[config.mk]
export PLATFORM = sky130hd
export DESIGN_NAME = adp_ctrl
export DESIGN_NICKNAME = d
export VERILOG_FILES = /design/src/hdl/adp_pkg.sv /design/src/hdl/adp_ctrl.sv
export VERILOG_INCLUDE_DIRS = /design/src /design/src/hdl
export SDC_FILE = /design/constraint.sdc
export NUM_CORES = 1
export LEC_CHECK = 0
export BUFFER_PORTS_ARGS = -buffer_cell sky130_fd_sc_hd__buf_2
export CORE_MARGIN = 4
export CORE_UTILIZATION = 53
export DETAILED_ROUTE_END_ITERATION = 6
export PLACE_DENSITY = 0.85
export SETUP_SLACK_MARGIN = 0.1
export SLEW_MARGIN = 20
export SYNTH_ARGS = -nofsm -noshare
export SYNTH_HDL_FRONTEND = slang
export SYNTH_SLANG_ARGS = --single-unit
[constraint.sdc]
create_clock -name aclk -period 2.8 [get_ports aclk]
set_input_delay 0.56 -clock aclk [delete_from_list [all_inputs] [get_ports aclk]]
set_output_delay 0.56 -clock aclk [all_outputs]
set_load 0.01 [all_outputs]
[src/hdl/anisotropic_diffusion_pass_defines.svh]
// ----------------------------------------------------------------------------
// Anisotropic diffusion pass: assertion macros
// Shared concurrent assertion forms, clocked on aclk, off during reset.
// ----------------------------------------------------------------------------
`ifndef ANISOTROPIC_DIFFUSION_PASS_DEFINES_SVH
`define ANISOTROPIC_DIFFUSION_PASS_DEFINES_SVH

// same-cycle implication
`define ADP_ASSERT_IMP(lbl, ante, cons) \
    lbl: assert property (@(posedge aclk) disable iff (!aresetn) (ante) |-> (cons)) \
        else $error("adp: same-cycle check failed");

// next-cycle implication
`define ADP_ASSERT_NEXT(lbl, ante, cons) \
    lbl: assert property (@(posedge aclk) disable iff (!aresetn) (ante) |=> (cons)) \
        else $error("adp: next-cycle check failed");

`endif

[src/hdl/adp_pkg.sv]
// ----------------------------------------------------------------------------
// Anisotropic diffusion pass: package
// Widths, register indexes, command/status types and helpers.
// ----------------------------------------------------------------------------
`default_nettype none

package adp_pkg;

    localparam int MAX_WIDTH = 1024;
    localparam int COL_W     = $clog2(MAX_WIDTH);
    localparam int WID_W     = 11;
    localparam int HGT_W     = 16;
    localparam int K_W       = 8;
    localparam int PIX_W     = 8;
    localparam int K2_W      = 2 * K_W;
    localparam int DEN_W     = K2_W + 1;
    localparam int PROD_W    = PIX_W + K2_W;
    localparam int FRAC_BITS = 16;
    localparam int Q_W       = PIX_W + FRAC_BITS;
    localparam int ACC_W     = Q_W + 3;
    localparam int WHOLE_W   = ACC_W - 1 - FRAC_BITS;
    localparam int RECIP_W   = 12;
    localparam int RECIP_SH  = 15;
    localparam int RPROD_W   = WHOLE_W + RECIP_W;
    localparam int CFG_IDX_W = 2;
    localparam int CFG_DAT_W = 16;

    // 1/12 ~ 2731 / 2^15, exact after truncation for 10-bit magnitudes
    localparam logic [RECIP_W-1:0] RECIP12 = 12'd2731;

    localparam logic [CFG_IDX_W-1:0] REG_WIDTH  = 2'd0;
    localparam logic [CFG_IDX_W-1:0] REG_HEIGHT = 2'd1;
    localparam logic [CFG_IDX_W-1:0] REG_K      = 2'd2;

    localparam logic [WID_W-1:0] WIDTH_RST  = 11'd640;
    localparam logic [HGT_W-1:0] HEIGHT_RST = 16'd480;
    localparam logic [K_W-1:0]   K_RST      = 8'd24;
    localparam logic [PIX_W-1:0] PIX_MAX    = 8'd255;

    typedef enum logic [1:0] {
        RA_FIRST,
        RA_WEST,
        RA_EAST
    } rd_sel_t;

    typedef enum logic [1:0] {
        CAP_NONE,
        CAP_FIRST,
        CAP_WEST,
        CAP_EAST
    } cap_sel_t;

    typedef struct packed {
        logic     load;
        rd_sel_t  rd_sel;
        cap_sel_t cap;
        logic     mul;
        logic     div_start;
        logic     acc_add;
        logic     fin1;
        logic     fin2;
        logic     out_load;
        logic     commit;
    } adp_cmd_t;

    typedef struct packed {
        logic emit;
        logic inner;
        logic div_busy;
        logic out_free;
        logic last_term;
    } adp_sts_t;

    // x mod 3 by folding base-4 digits (4 = 1 mod 3)
    function automatic logic [1:0] mod3(input logic [HGT_W-1:0] x);
        logic [4:0] s1;
        logic [2:0] s2;
        s1 = '0;
        for (int i = 0; i < HGT_W / 2; i++) begin
            s1 = s1 + 5'(x[2*i +: 2]);
        end
        s2 = 3'(s1[1:0]) + 3'(s1[3:2]) + 3'(s1[4]);
        if (s2 >= 3'd6) begin
            s2 = s2 - 3'd6;
        end else if (s2 >= 3'd3) begin
            s2 = s2 - 3'd3;
        end
        return s2[1:0];
    endfunction

endpackage

`default_nettype wire

[src/hdl/adp_ctrl.sv]
// ----------------------------------------------------------------------------
// Anisotropic diffusion pass: controller
// Sequences reads, the four flow terms, result and commit for one word.
// ----------------------------------------------------------------------------
`default_nettype none
`include "anisotropic_diffusion_pass_defines.svh"

module adp_ctrl
    import adp_pkg::*;
(
    input  wire logic     aclk,
    input  wire logic     aresetn,
    input  wire logic     s_tvalid,
    output logic          s_tready,
    input  wire adp_sts_t sts,
    output adp_cmd_t      cmd
);

    typedef enum logic [11:0] {
        S_IDLE = 12'b000000000001,
        S_RD_A = 12'b000000000010,
        S_RD_B = 12'b000000000100,
        S_RD_C = 12'b000000001000,
        S_RD_D = 12'b000000010000,
        S_MUL  = 12'b000000100000,
        S_DST  = 12'b000001000000,
        S_DIV  = 12'b000010000000,
        S_ACC  = 12'b000100000000,
        S_FIN1 = 12'b001000000000,
        S_FIN2 = 12'b010000000000,
        S_OUT  = 12'b100000000000
    } state_t;

    state_t state_reg, state_next;

    always_ff @(posedge aclk) begin
        if (!aresetn) begin
            state_reg <= S_IDLE;
        end else begin
            state_reg <= state_next;
        end
    end

    assign s_tready = (state_reg == S_IDLE);

    always_comb begin
        state_next = state_reg;
        cmd        = '0;
        cmd.rd_sel = RA_FIRST;
        cmd.cap    = CAP_NONE;
        case (state_reg)
            S_IDLE: begin
                if (s_tvalid) begin
                    cmd.load   = 1'b1;
                    state_next = S_RD_A;
                end
            end
            S_RD_A: begin
                cmd.rd_sel = RA_FIRST;
                state_next = S_RD_B;
            end
            S_RD_B: begin
                cmd.cap    = CAP_FIRST;
                cmd.rd_sel = RA_WEST;
                state_next = S_RD_C;
            end
            S_RD_C: begin
                cmd.cap    = CAP_WEST;
                cmd.rd_sel = RA_EAST;
                state_next = S_RD_D;
            end
            S_RD_D: begin
                cmd.cap    = CAP_EAST;
                state_next = sts.inner ? S_MUL : S_FIN2;
            end
            S_MUL: begin
                cmd.mul    = 1'b1;
                state_next = S_DST;
            end
            S_DST: begin
                cmd.div_start = 1'b1;
                state_next    = S_DIV;
            end
            S_DIV: begin
                if (!sts.div_busy) begin
                    state_next = S_ACC;
                end
            end
            S_ACC: begin
                cmd.acc_add = 1'b1;
                state_next  = sts.last_term ? S_FIN1 : S_MUL;
            end
            S_FIN1: begin
                cmd.fin1   = 1'b1;
                state_next = S_FIN2;
            end
            S_FIN2: begin
                cmd.fin2   = 1'b1;
                state_next = S_OUT;
            end
            S_OUT: begin
                if (!sts.emit) begin
                    cmd.commit = 1'b1;
                    state_next = S_IDLE;
                end else if (sts.out_free) begin
                    cmd.out_load = 1'b1;
                    cmd.commit   = 1'b1;
                    state_next   = S_IDLE;
                end
            end
            default: begin
                state_next = S_IDLE;
            end
        endcase
    end

    `ADP_ASSERT_NEXT(a_accept_reads, s_tvalid && s_tready, state_reg == S_RD_A)
    `ADP_ASSERT_IMP(a_div_idle_start, cmd.div_start, !sts.div_busy)
    `ADP_ASSERT_IMP(a_emit_with_commit, cmd.commit && sts.emit, cmd.out_load)

endmodule

`default_nettype wire

# --- Word-level counts from Yosys, hierarchy flattened ---
# Cells that the tools add are included.
classes:
  order_cmp: 0
  div: 0
  muxes: 20
  n_bitwise: 0
  shift: 0
  multipliers: 0
  eq_ne: 15
  addsub: 0
  reduce_logical: 1
ops:
  columns: ["operator", "count"]
  rows:
  - ["12-bit one-hot mux with 12 select lines", 1]
  - ["12-bit two-way mux", 4]
  - ["12-bit by 1-bit == test with 1-bit output, second input constant", 1]
  - ["12-bit by 10-bit == test with 1-bit output, second input constant", 1]
  - ["12-bit by 11-bit == test with 1-bit output, second input constant", 1]
  - ["12-bit == test, second input constant", 1]
  - ["12-bit by 2-bit == test with 1-bit output, second input constant", 1]
  - ["12-bit by 3-bit == test with 1-bit output, second input constant", 1]
  - ["12-bit by 4-bit == test with 1-bit output, second input constant", 1]
  - ["12-bit by 5-bit == test with 1-bit output, second input constant", 1]
  - ["12-bit by 6-bit == test with 1-bit output, second input constant", 1]
  - ["12-bit by 7-bit == test with 1-bit output, second input constant", 1]
  - ["12-bit by 8-bit == test with 1-bit output, second input constant", 1]
  - ["12-bit by 9-bit == test with 1-bit output, second input constant", 1]
  - ["11-bit two-way mux", 1]
  - ["10-bit two-way mux", 1]
  - ["1-bit two-way mux", 9]
  - ["2-bit one-hot mux with 3 select lines", 1]
  - ["2-bit two-way mux", 2]
  - ["2-bit inequality test, second input constant", 2]
  - ["2-bit one-hot mux with 2 select lines", 1]
  - ["3-bit inequality test, second input constant", 1]
  - ["3-bit AND reduction", 1]
word_totals:
  out_inout_bits: 13
  latchBits: 0
  word_cells: 37
  reg_bits: 12
  mem_count: 0
  rom_bits: 0
  in_bits: 8
  ramBits: 0

# --- Depth between registers and ports, before layout ---
# Gate-level depths: netlist of run 1.
depth:
  word_depth: 3
  depth_mapped: 7
  depth_no_buf: 5

# --- Worst setup path after synthesis of run 1 ---
# Ideal clock, no wire load.
synth_path:
  kind: "register to output"
  from: "register state_reg[11]"
  to: "output port cmd[11] (netlist bit)"
  t_required_ns: 2.240
  setup_slack_ns: 0.759
  arrival_ns: 1.481
  n_path_buf: 0
  path_stages_with_launch: 5
  cell_sequence: "dfxtp_1 > nor4_4 > nand3_1 > nor3b_2 > and2_1"
synth_lines:
  columns: ["element", "line", "rtl"]
  rows:
  - ["start, declared", "adp_ctrl.sv:34", "state_t state_reg, state_next;"]
  - ["start signal, assigned", "adp_ctrl.sv:40", "state_reg <= state_next;"]
  - ["end, declared", "adp_ctrl.sv:16", "output adp_cmd_t cmd"]

==> run summary, run 1 <==
CP Class: reg -> out
clk root buf: clkbuf_4
RR Startpoint: state_reg[4]
Final Cycle Share: 0.8823
RSZ-0062 raised after global routing: no
layout cells sized above 1: 0.2883
yosys warns: 0
VDD IR max: 390.1 uV
Layout fillers: 122
R2R setup slack: 890 ps
GR Util All Layers: 0.1997
cell accounting for the most synthesized area: dfxtp_1
Worst-Skew Late Latency: 270 ps
register share of total power: 0.453
HPWL Detailed: 1.323 mm
CTS sink cnt: 12
RR Endpoint: state_reg[8]
CP required: 2240 ps
Clock power frac: 0.332
antenna viol nets, final: 0
Seq/Total Area, Yosys: 0.3322
antenna fix cells: 0
number of flops mapped to enable cells by yosys: 0
Setup-failing EPs final: 0
critical-path maximum fanout: 4
r2r worst-path depth: 6
most common cell after layout, fill and taps aside: buf_2
io pins: 21
Detailed Route WL: 1.740 mm
row count: 13
DR WL/cell: 13.81 um
Setup Skew: 1.693 ps
worst path arrival time: 1910 ps
Core Util, Final: 0.6731
ys flop type: dfxtp_1
cts hold-fix bufs: 0
post-synthesis register bit count: 12
Yosys cell types: 29
Max-slew headroom: 0.6588
gpl congestion: 0.8555
DRC viols: 0
Cell Area, Placed: 839.6 um2
nets: 120
DRT Pass-1 Iters: 4
vias in the first global route: 677
startpoint types: register
largest net degree at the start of global routing: 11
P_sw: 121.5 uW
Syn Nets: 96
vias: 736
Max H-tree Level: 1
core area: 1301 um2
hold_sp: s_tvalid
Sw Share: 0.2906
syn avg cell area: 8.218 um2
Hold Path End: state_reg[1]
number of flip-flops in the largest register: 12
combinational share of power: 0.215
Area growth, synth to finish: 21.11%
synthesized cell area: 723.2 um2
pwr/cell area: 477.4 nW/um2
top post-synthesis cells by area: dfxtp_1, nor2_1, nor4b_1
post-CTS sizing: 0
Leakage: 0.0004190 uW
CTS clk-pin slew, worst paths: 80 ps
Mapped Cells: 88
status: complete, no violations
die width: 44.94 um
Die Y: 44.94 um
die area: 2020 um2
asr flop ratio synth: 0
Max Buffers Root-to-Sink: 2
total negative slack: 0 ps
Crit. End Element: output pin
hold path depth: 2
total of max-cap violations: 0
GRT overflow: 0
Post-CTS Setup Repair Bufs: 0
Slew @ Worst Pin: 507.2 ps
internal power: 296.6 uW
post-layout min period: 2471 ps
cell area after layout: 875.8 um2
initial antenna violation count: 0
Via density: 5.841
Final Hold Viols: 0
Max Slew Vio Count: 0
FMAX: 0.4048 GHz
Iter 0 DRT Violations: 27
CTS tree: built
first-pass GRT wire length: 2.939 mm
starting density of the core: 0.5558
top cell type's share of synthesized area: 0.3322
most frequent cells in the layout: buf_2, nor2_1, dfxtp_1
Hold WC Path Type: in -> reg
PortBufs: 20
Num CTS Buffers: 3
[worst max-delay path: stages, from the launching register on]
cell and delay, ps:
dfxtp_1 330, nor4_1 490, nand3_1 180, or3b_1 420, nand2_1 70, buf_2 120
[metrics by stage]
stage / hold WS (ps) / setup slack, ps / power [uW] / cells
3_3_place_gp: 535.8 / 697.0 / 280.8 / 122
2_1_floorplan: 502.6 / 758.9 / 256.3 / 88
4_1_cts: 521.8 / 337.0 / 420.3 / 126
6_report: 528.1 / 329.4 / 418.2 / 126
5_1_grt: 530.2 / 251.4 / 443.3 / 126
3_5_place_dp: 540.3 / 669.2 / 282.9 / 122
[metal layers]
| metal | wire length [um] | global-route usage | vias to the layer above |
|---|---|---|---|
| met5 | 0 | 0 | - |
| met4 | 41 | 0.1228 | 0 |
| met3 | 126 | 0.02390 | 4 |
| met2 | 852 | 0.3192 | 27 |
| met1 | 720 | 0.2530 | 337 |
| li1 | - | - | 368 |
[synthesized netlist by cell type, types with 2 or more instances]
cell      instances
nor4b_1           6
nor3_1            2
a21oi_1           2
nand4_1           4
nor2_1           14
inv_1             5
nor3b_2           2
nand2_1           5
nand2b_1          4
nor4_4            2
and3_1            5
dfxtp_1          12
nand3_1           6
nor4_1            3
nor2b_1           2
[cell type report]
class	instances	area, um2	area share
clock buffers	4	36.28	0.04143
repair buffers	22	115.1	0.1314
flip-flops and latches	12	240.2	0.2743
inverters	5	18.77	0.02143
well taps	15	18.77	0.02143
multi-input cells	68	446.7	0.5100
[worst max path at each step]
stage	cells past startpoint	slack [ps]	end	from
detailed placement	5	670	cmd[8]	state_reg[4]
finish	5	330	cmd[8]	state_reg[4]
global route	5	250	cmd[10]	state_reg[4]
global placement	4	700	cmd[4]	state_reg[1]
CTS	5	340	cmd[8]	state_reg[4]
floorplan	4	760	cmd[11]	state_reg[11]
[power groups by stage]
stage	logic [uW]	registers [uW]	clock network, uW
after detailed placement	89.4	193	0
final	89.9	190	139
after floorplan	66.2	190	0
after global placement	88.8	192	0
after CTS	90.0	189	141
after global routing	99.9	190	153
[cells by family (layout without fill, tap and decap cells)]
| family | after synthesis | in the layout | synth area share |
|---|---|---|---|
| buf+inv | 8 | 31 | 0.05017 |
| flops | 12 | 12 | 0.3322 |
| simple gates | 61 | 61 | 0.5398 |
| xor+xnor | 1 | 1 | 0.01211 |
| compound gates | 6 | 6 | 0.06575 |
Note: power is estimated with default switching activity, not from simulation.
==> run 2, diff against run 1 <==
==> constraint.sdc (replaced) <==
create_clock -name aclk -period 2.8 [get_ports aclk]
set_input_delay 0.42 -clock aclk [delete_from_list [all_inputs] [get_ports aclk]]
set_output_delay 0.42 -clock aclk [all_outputs]
set_load 0.01 [all_outputs]
==> run summary, run 2 (synthesis results as in run 1) <==
RSZ-0062 raised after global routing: no
FMAX: 0.4134 GHz (+2.1%)
Setup-failing EPs final: 0 (unchanged)
CP required: 2380 ps (+140 ps)
hold_sp: sts[0]
worst hold slack: 381.3 ps (-146.9 ps)
worst-path cell chain: nor4_4 -> nand3_1 -> or3b_1 -> nand2_1 -> buf_2
pwr/cell area: 445.5 nW/um2 (-6.7%)
HPWL Detailed: 1.244 mm (-6.0%)
row count: 13 (unchanged)
cts hold-fix bufs: 0 (unchanged)
Hold WC Path Type: in -> reg
Cell Area, Placed: 832.0 um2 (-0.89%)
layout cells sized above 1: 0.2752 (-0.01306)
GRT met1 Usage: 0.2200 (-0.03299)
Slew @ Worst Pin: 511.0 ps (+3.853 ps)
vias: 714 (-3.0%)
initial antenna violation count: 0 (unchanged)
core area: 1301 um2 (unchanged)
CTS clk-pin slew, worst paths: 70 ps (about the same)
Detailed Route WL: 1.576 mm (-9.4%)
status: complete, no violations
vias in the first global route: 611 (-9.7%)
startpoint types: register
die area: 2020 um2 (unchanged)
Area growth, synth to finish: 18.17%
Final Cycle Share: 0.8639 (-0.01842)
Post-CTS Setup Repair Bufs: 0 (unchanged)
CTS tree: built
Iter 0 DRT Violations: 24 (-11%)
Num CTS Buffers: 3 (unchanged)
io pins: 21 (unchanged)
Worst path slowest cell: nor4_4
Crit. End Element: output pin
final std cells w/o fill: 124 (-1.6%)
nets: 119 (-0.83%)
antenna fix cells: 0 (unchanged)
Die Y: 44.94 um (unchanged)
number of flip-flops in the largest register: 12 (unchanged)
largest net degree at the start of global routing: 11 (unchanged)
die width: 44.94 um (unchanged)
hold path depth: 2 (unchanged)
M2 GR Usage: 0.2684 (-0.05085)
cell area after layout: 854.6 um2 (-2.4%)
Worst-Skew Late Latency: 270 ps (about the same)
starting density of the core: 0.5558 (unchanged)
GR peak layer: met2
post-CTS sizing: 0 (unchanged)
total of max-cap violations: 0 (unchanged)
met3 usage in global routing: 0.03586 (+0.01195)
DR WL/cell: 12.71 um (-8.0%)
gpl congestion: 0.8517 (-0.44%)
DRC viols: 0 (unchanged)
CP startpoint: state_reg[11]
worst path arrival time: 2000 ps (+90 ps)
Max H-tree Level: 1 (unchanged)
Max-slew headroom: 0.6567 (-0.002010)
Max Buffers Root-to-Sink: 2 (unchanged)
GR Util All Layers: 0.1689 (-0.03082)
GRT overflow: 0 (unchanged)
first-pass GRT wire length: 2.504 mm (-15%)
Max Slew Vio Count: 0 (unchanged)
most common cell after layout, fill and taps aside: buf_2
Final Hold Viols: 0 (unchanged)
CP Class: reg -> out
Via density: 5.758 (-1.4%)
critical-path maximum fanout: 10 (+6)
RR Startpoint: state_reg[11]
r2r worst-path depth: 5 (-1)
placed insts: 121 (-0.82%)
post-layout min period: 2419 ps (-51.57 ps)
DRT Pass-1 Iters: 6 (+2)
CTS sink cnt: 12 (unchanged)
antenna viol nets, final: 0 (unchanged)
total negative slack: 0 ps (unchanged)
VDD IR max: 319.2 uV (-18%)
clk root buf: clkbuf_4
Leakage: 0.0004075 uW (-2.7%)
Setup Skew: 0.6860 ps (-1.007 ps)
PortBufs: 20 (unchanged)
most frequent cells in the layout: buf_2, nor2_1, dfxtp_1
crit-path max cell delay: 530 ps (+40 ps)
## run 2: changes by cell type in the layout (fill, tap and decap cells not counted)
cell | previous run | this run
buf_4 | 2 | 1
clkbuf_8 | 1 | 0
## run 2: cell type report
class / instances / area, um2
clock buffer: 3 / 22.52
multi-input combinational: 68 / 446.7
inverter: 5 / 18.77
sequential: 12 / 240.2
timing repair buffer: 21 / 107.6
fill: 127 / 446.7
tap: 15 / 18.77
## run 2: stage by stage
stage | total power (uW) | worst slack, ps | utilization
floorplan | 256.3 | 898.9 | -
global placement | 277.3 | 732.2 | 0.6394
detailed placement | 279.0 | 685.9 | 0.6394
CTS | 384.3 | 373.8 | 0.6567
global route | 404.7 | 212.2 | 0.6567
finish | 380.7 | 381.0 | 0.6567
## run 2: power breakdown
part | internal, uW | switching [uW] | total [uW]
sequential | 177 | 11.7 | 188
combinational | 39.2 | 47.1 | 86.3
clock | 49.9 | 56.1 | 106
total | 266 | 115 | 381
## run 2: worst max-delay path, delay by kind of cell, from the launching register on
family	cells	cell delay, ps
simple gates	4	1220
buf+inv	1	130
flops	1	380
## run 2: path summary, 6_finish.rpt
kind / end / slack (ps)
max: cmd[8] / 380
min reg2reg: state_reg[8] / 560
max reg2reg: state_reg[8] / 930
min: state_reg[9] / 380
## run 2: per-layer routing
| layer | vias up | part of all wire |
|---|---|---|
| li1 | 362 | - |
| met1 | 323 | 0.47 |
| met2 | 24 | 0.46 |
| met3 | 5 | 0.053 |
| met4 | 0 | 0.022 |
| met5 | - | 0 |
==> run 3, diff against run 2 <==
Settings changed: ABC_AREA from default to 1, CORE_UTILIZATION 53 to 54, PLACE_DENSITY 0.85 to 0.86.
==> run summary, run 3 <==
Leakage: 0.0005517 uW (+35%)
RSZ-0062 raised after global routing: no
WP depth: 6 (+1)
Max Slew Vio Count: 0 (unchanged)
clk root buf: clkbuf_4
Worst-Skew Late Latency: 280 ps (about the same)
crit-path max cell delay: 350 ps (-180 ps)
Hold WC Path Type: in -> reg
number of flops mapped to enable cells by yosys: 0 (unchanged)
R2R setup slack: 1500 ps (+570 ps)
post-layout min period: 1825 ps (-594.0 ps)
cell accounting for the most synthesized area: dfxtp_1
most common cell in the netlist: nand2_1
total of max-cap violations: 0 (unchanged)
initial antenna violation count: 0 (unchanged)
Syn Nets: 133 (+39%)
cts hold-fix bufs: 0 (unchanged)
Num CTS Buffers: 3 (unchanged)
Die Y: 46.03 um (+2.4%)
CTS clk-pin slew, worst paths: 80 ps (about the same)
status: complete, no violations
vias: 804 (+13%)
Iter 0 DRT Violations: 21 (-13%)
nets: 158 (+33%)
Max H-tree Level: 1 (unchanged)
top post-synthesis cells by count: nand2_1, inv_1, nor2_1
syn avg cell area: 6.246 um2 (-24%)
critical-path maximum fanout: 5 (-5)
CTS tree: built
ys flop type: dfxtp_1
Max Buffers Root-to-Sink: 2 (unchanged)
Setup Skew: 4.915 ps (+4.229 ps)
WP buf/inv: 2 (+1)
FMAX: 0.5479 GHz (+33%)
Core Util, Final: 0.7017 (+0.04496)
startpoint types: register
Final Hold Viols: 0 (unchanged)
CP endpoint: cmd[9]
DRC viols: 0 (unchanged)
Post-CTS Setup Repair Bufs: 0 (unchanged)
die area: 2118 um2 (+4.9%)
post-synthesis register bit count: 12 (unchanged)
worst-path cell chain: nor2_2 -> nand2_2 -> nor2_4 -> nand2_1 -> inv_1 -> buf_2
CP required: 2380 ps (about the same)
Mapped Cells: 125 (+42%)
top cell type's share of synthesized area: 0.3077 (-0.02449)
first-pass GRT wire length: 2.829 mm (+13%)
Slew @ Worst Pin: 325.9 ps (-185.1 ps)
most common cell after layout, fill and taps aside: nand2_1
yosys warns: 0 (unchanged)
CTS sink cnt: 12 (unchanged)
Via density: 4.902 (-15%)
starting density of the core: 0.5854 (+0.02960)
Final Cycle Share: 0.6518 (-0.2121)
io pins: 21 (unchanged)
Seq/Total Area, Yosys: 0.3077 (-0.02449)
r2r worst-path depth: 8 (+3)
number of flip-flops in the largest register: 12 (unchanged)
GR Util All Layers: 0.1877 (+0.01885)
DR WL/cell: 10.72 um (-16%)
Crit. End Element: output pin
family with the most delay on the worst path: simple AND/OR/NAND/NOR gates
antenna viol nets, final: 0 (unchanged)
layout cells sized above 1: 0.3154 (+0.04021)
Max-slew headroom: 0.7814 (+0.1246)
RR Endpoint: state_reg[3]
PortBufs: 20 (unchanged)
Yosys cell types: 17 (-41%)
HPWL Detailed: 1.428 mm (+15%)
GRT overflow: 0 (unchanged)
top post-synthesis cells by area: dfxtp_1, nand2_1, inv_1
CP Class: reg -> out
worst path arrival time: 1410 ps (-590 ps)
antenna fix cells: 0 (unchanged)
asr flop ratio synth: 0 (unchanged)
Setup-failing EPs final: 0 (unchanged)
DRT Pass-1 Iters: 4 (-2)
synthesized cell area: 780.7 um2 (+8.0%)
gpl congestion: 0.8897 (+4.5%)
row count: 13 (unchanged)
most frequent cells in the layout: nand2_1, inv_1, buf_2
total negative slack: 0 ps (unchanged)
VDD IR max: 233.5 uV (-27%)
post-CTS sizing: 0 (unchanged)
largest net degree at the start of global routing: 11 (unchanged)
Area growth, synth to finish: 19.87%
die width: 46.03 um (+2.4%)
RR Startpoint: state_reg[9]
pwr/cell area: 404.7 nW/um2 (-9.2%)
Worst path slowest cell: dfxtp_1
core area: 1334 um2 (+2.5%)
CP startpoint: state_reg[9]
vias in the first global route: 729 (+19%)
Detailed Route WL: 1.758 mm (+12%)
[run 3: changes by cell type after synthesis, moves of 5 or more]
| cell | delta |
|---|---|
| inv_1 | +20 |
| nand2_1 | +25 |
| nor2_2 | +6 |
| nand2_2 | +6 |
| and3_1 | -5 |
| nor4b_1 | -6 |
| nor2_1 | +5 |
[run 3: how the worst min path moves through the flow]
stage	from	end	depth (start not counted)
floorplan	aresetn	state_reg[10]	1
global placement	state_reg[1]	state_reg[2]	4
detailed placement	state_reg[1]	state_reg[2]	4
CTS	sts[0]	state_reg[9]	3
global route	aresetn	state_reg[10]	2
finish	aresetn	state_reg[10]	2
[run 3: cells by family after synthesis]
group	after synthesis	synth area share
AO/OA/AOI/OAI	6	0.04167
flip-flops	12	0.3077
buffers and inverters	28	0.1346
AND/OR/NAND/NOR	79	0.5160
[run 3: worst register-to-register path: cells and delay by family, from the launching register on]
family / cells / cell delay, ps
and+or+nand+nor: 7 / 750
DFF: 1 / 350
buffers and inverters: 1 / 90
[run 3: layout make-up]
class,instances,area (um2)
fill,120,397.9
sequential,12,240.2
tap,15,18.77
multi-input combinational,85,435.4
clock buffer,4,36.28
timing repair buffer,20,100.1
inverter,28,105.1
[run 3: power breakdown]
group | internal (uW) | total (uW) | leakage [uW] | switching [uW]
registers | 174 | 176 | 0.0000971 | 2.23
logic | 23.4 | 64.6 | 0.000434 | 41.3
clock network | 79.2 | 138 | 0.0000210 | 58.9
total | 276 | 379 | 0.000552 | 102
[run 3: per-stage QoR]
step	worst slack [ps]	hold slack, ps	cell area [um2]	total power, uW	std cells
final	975.0	378.7	935.9	378.7	164
after global routing	874.6	388.4	935.9	397.7	164
after CTS	979.6	383.0	935.9	382.3	164
after detailed placement	1316	577.3	899.6	244.7	160
after global placement	1346	572.8	899.6	242.4	160
after floorplan	1426	537.5	780.7	226.7	125
[run 3: routing by layer]
metal	track usage	share of wire	up-vias
li1	-	-	417
met2	0.3297	0.53	17
met5	0	0	-
met3	0.04743	0.040	5
met1	0.2028	0.41	365
met4	0.09659	0.018	0
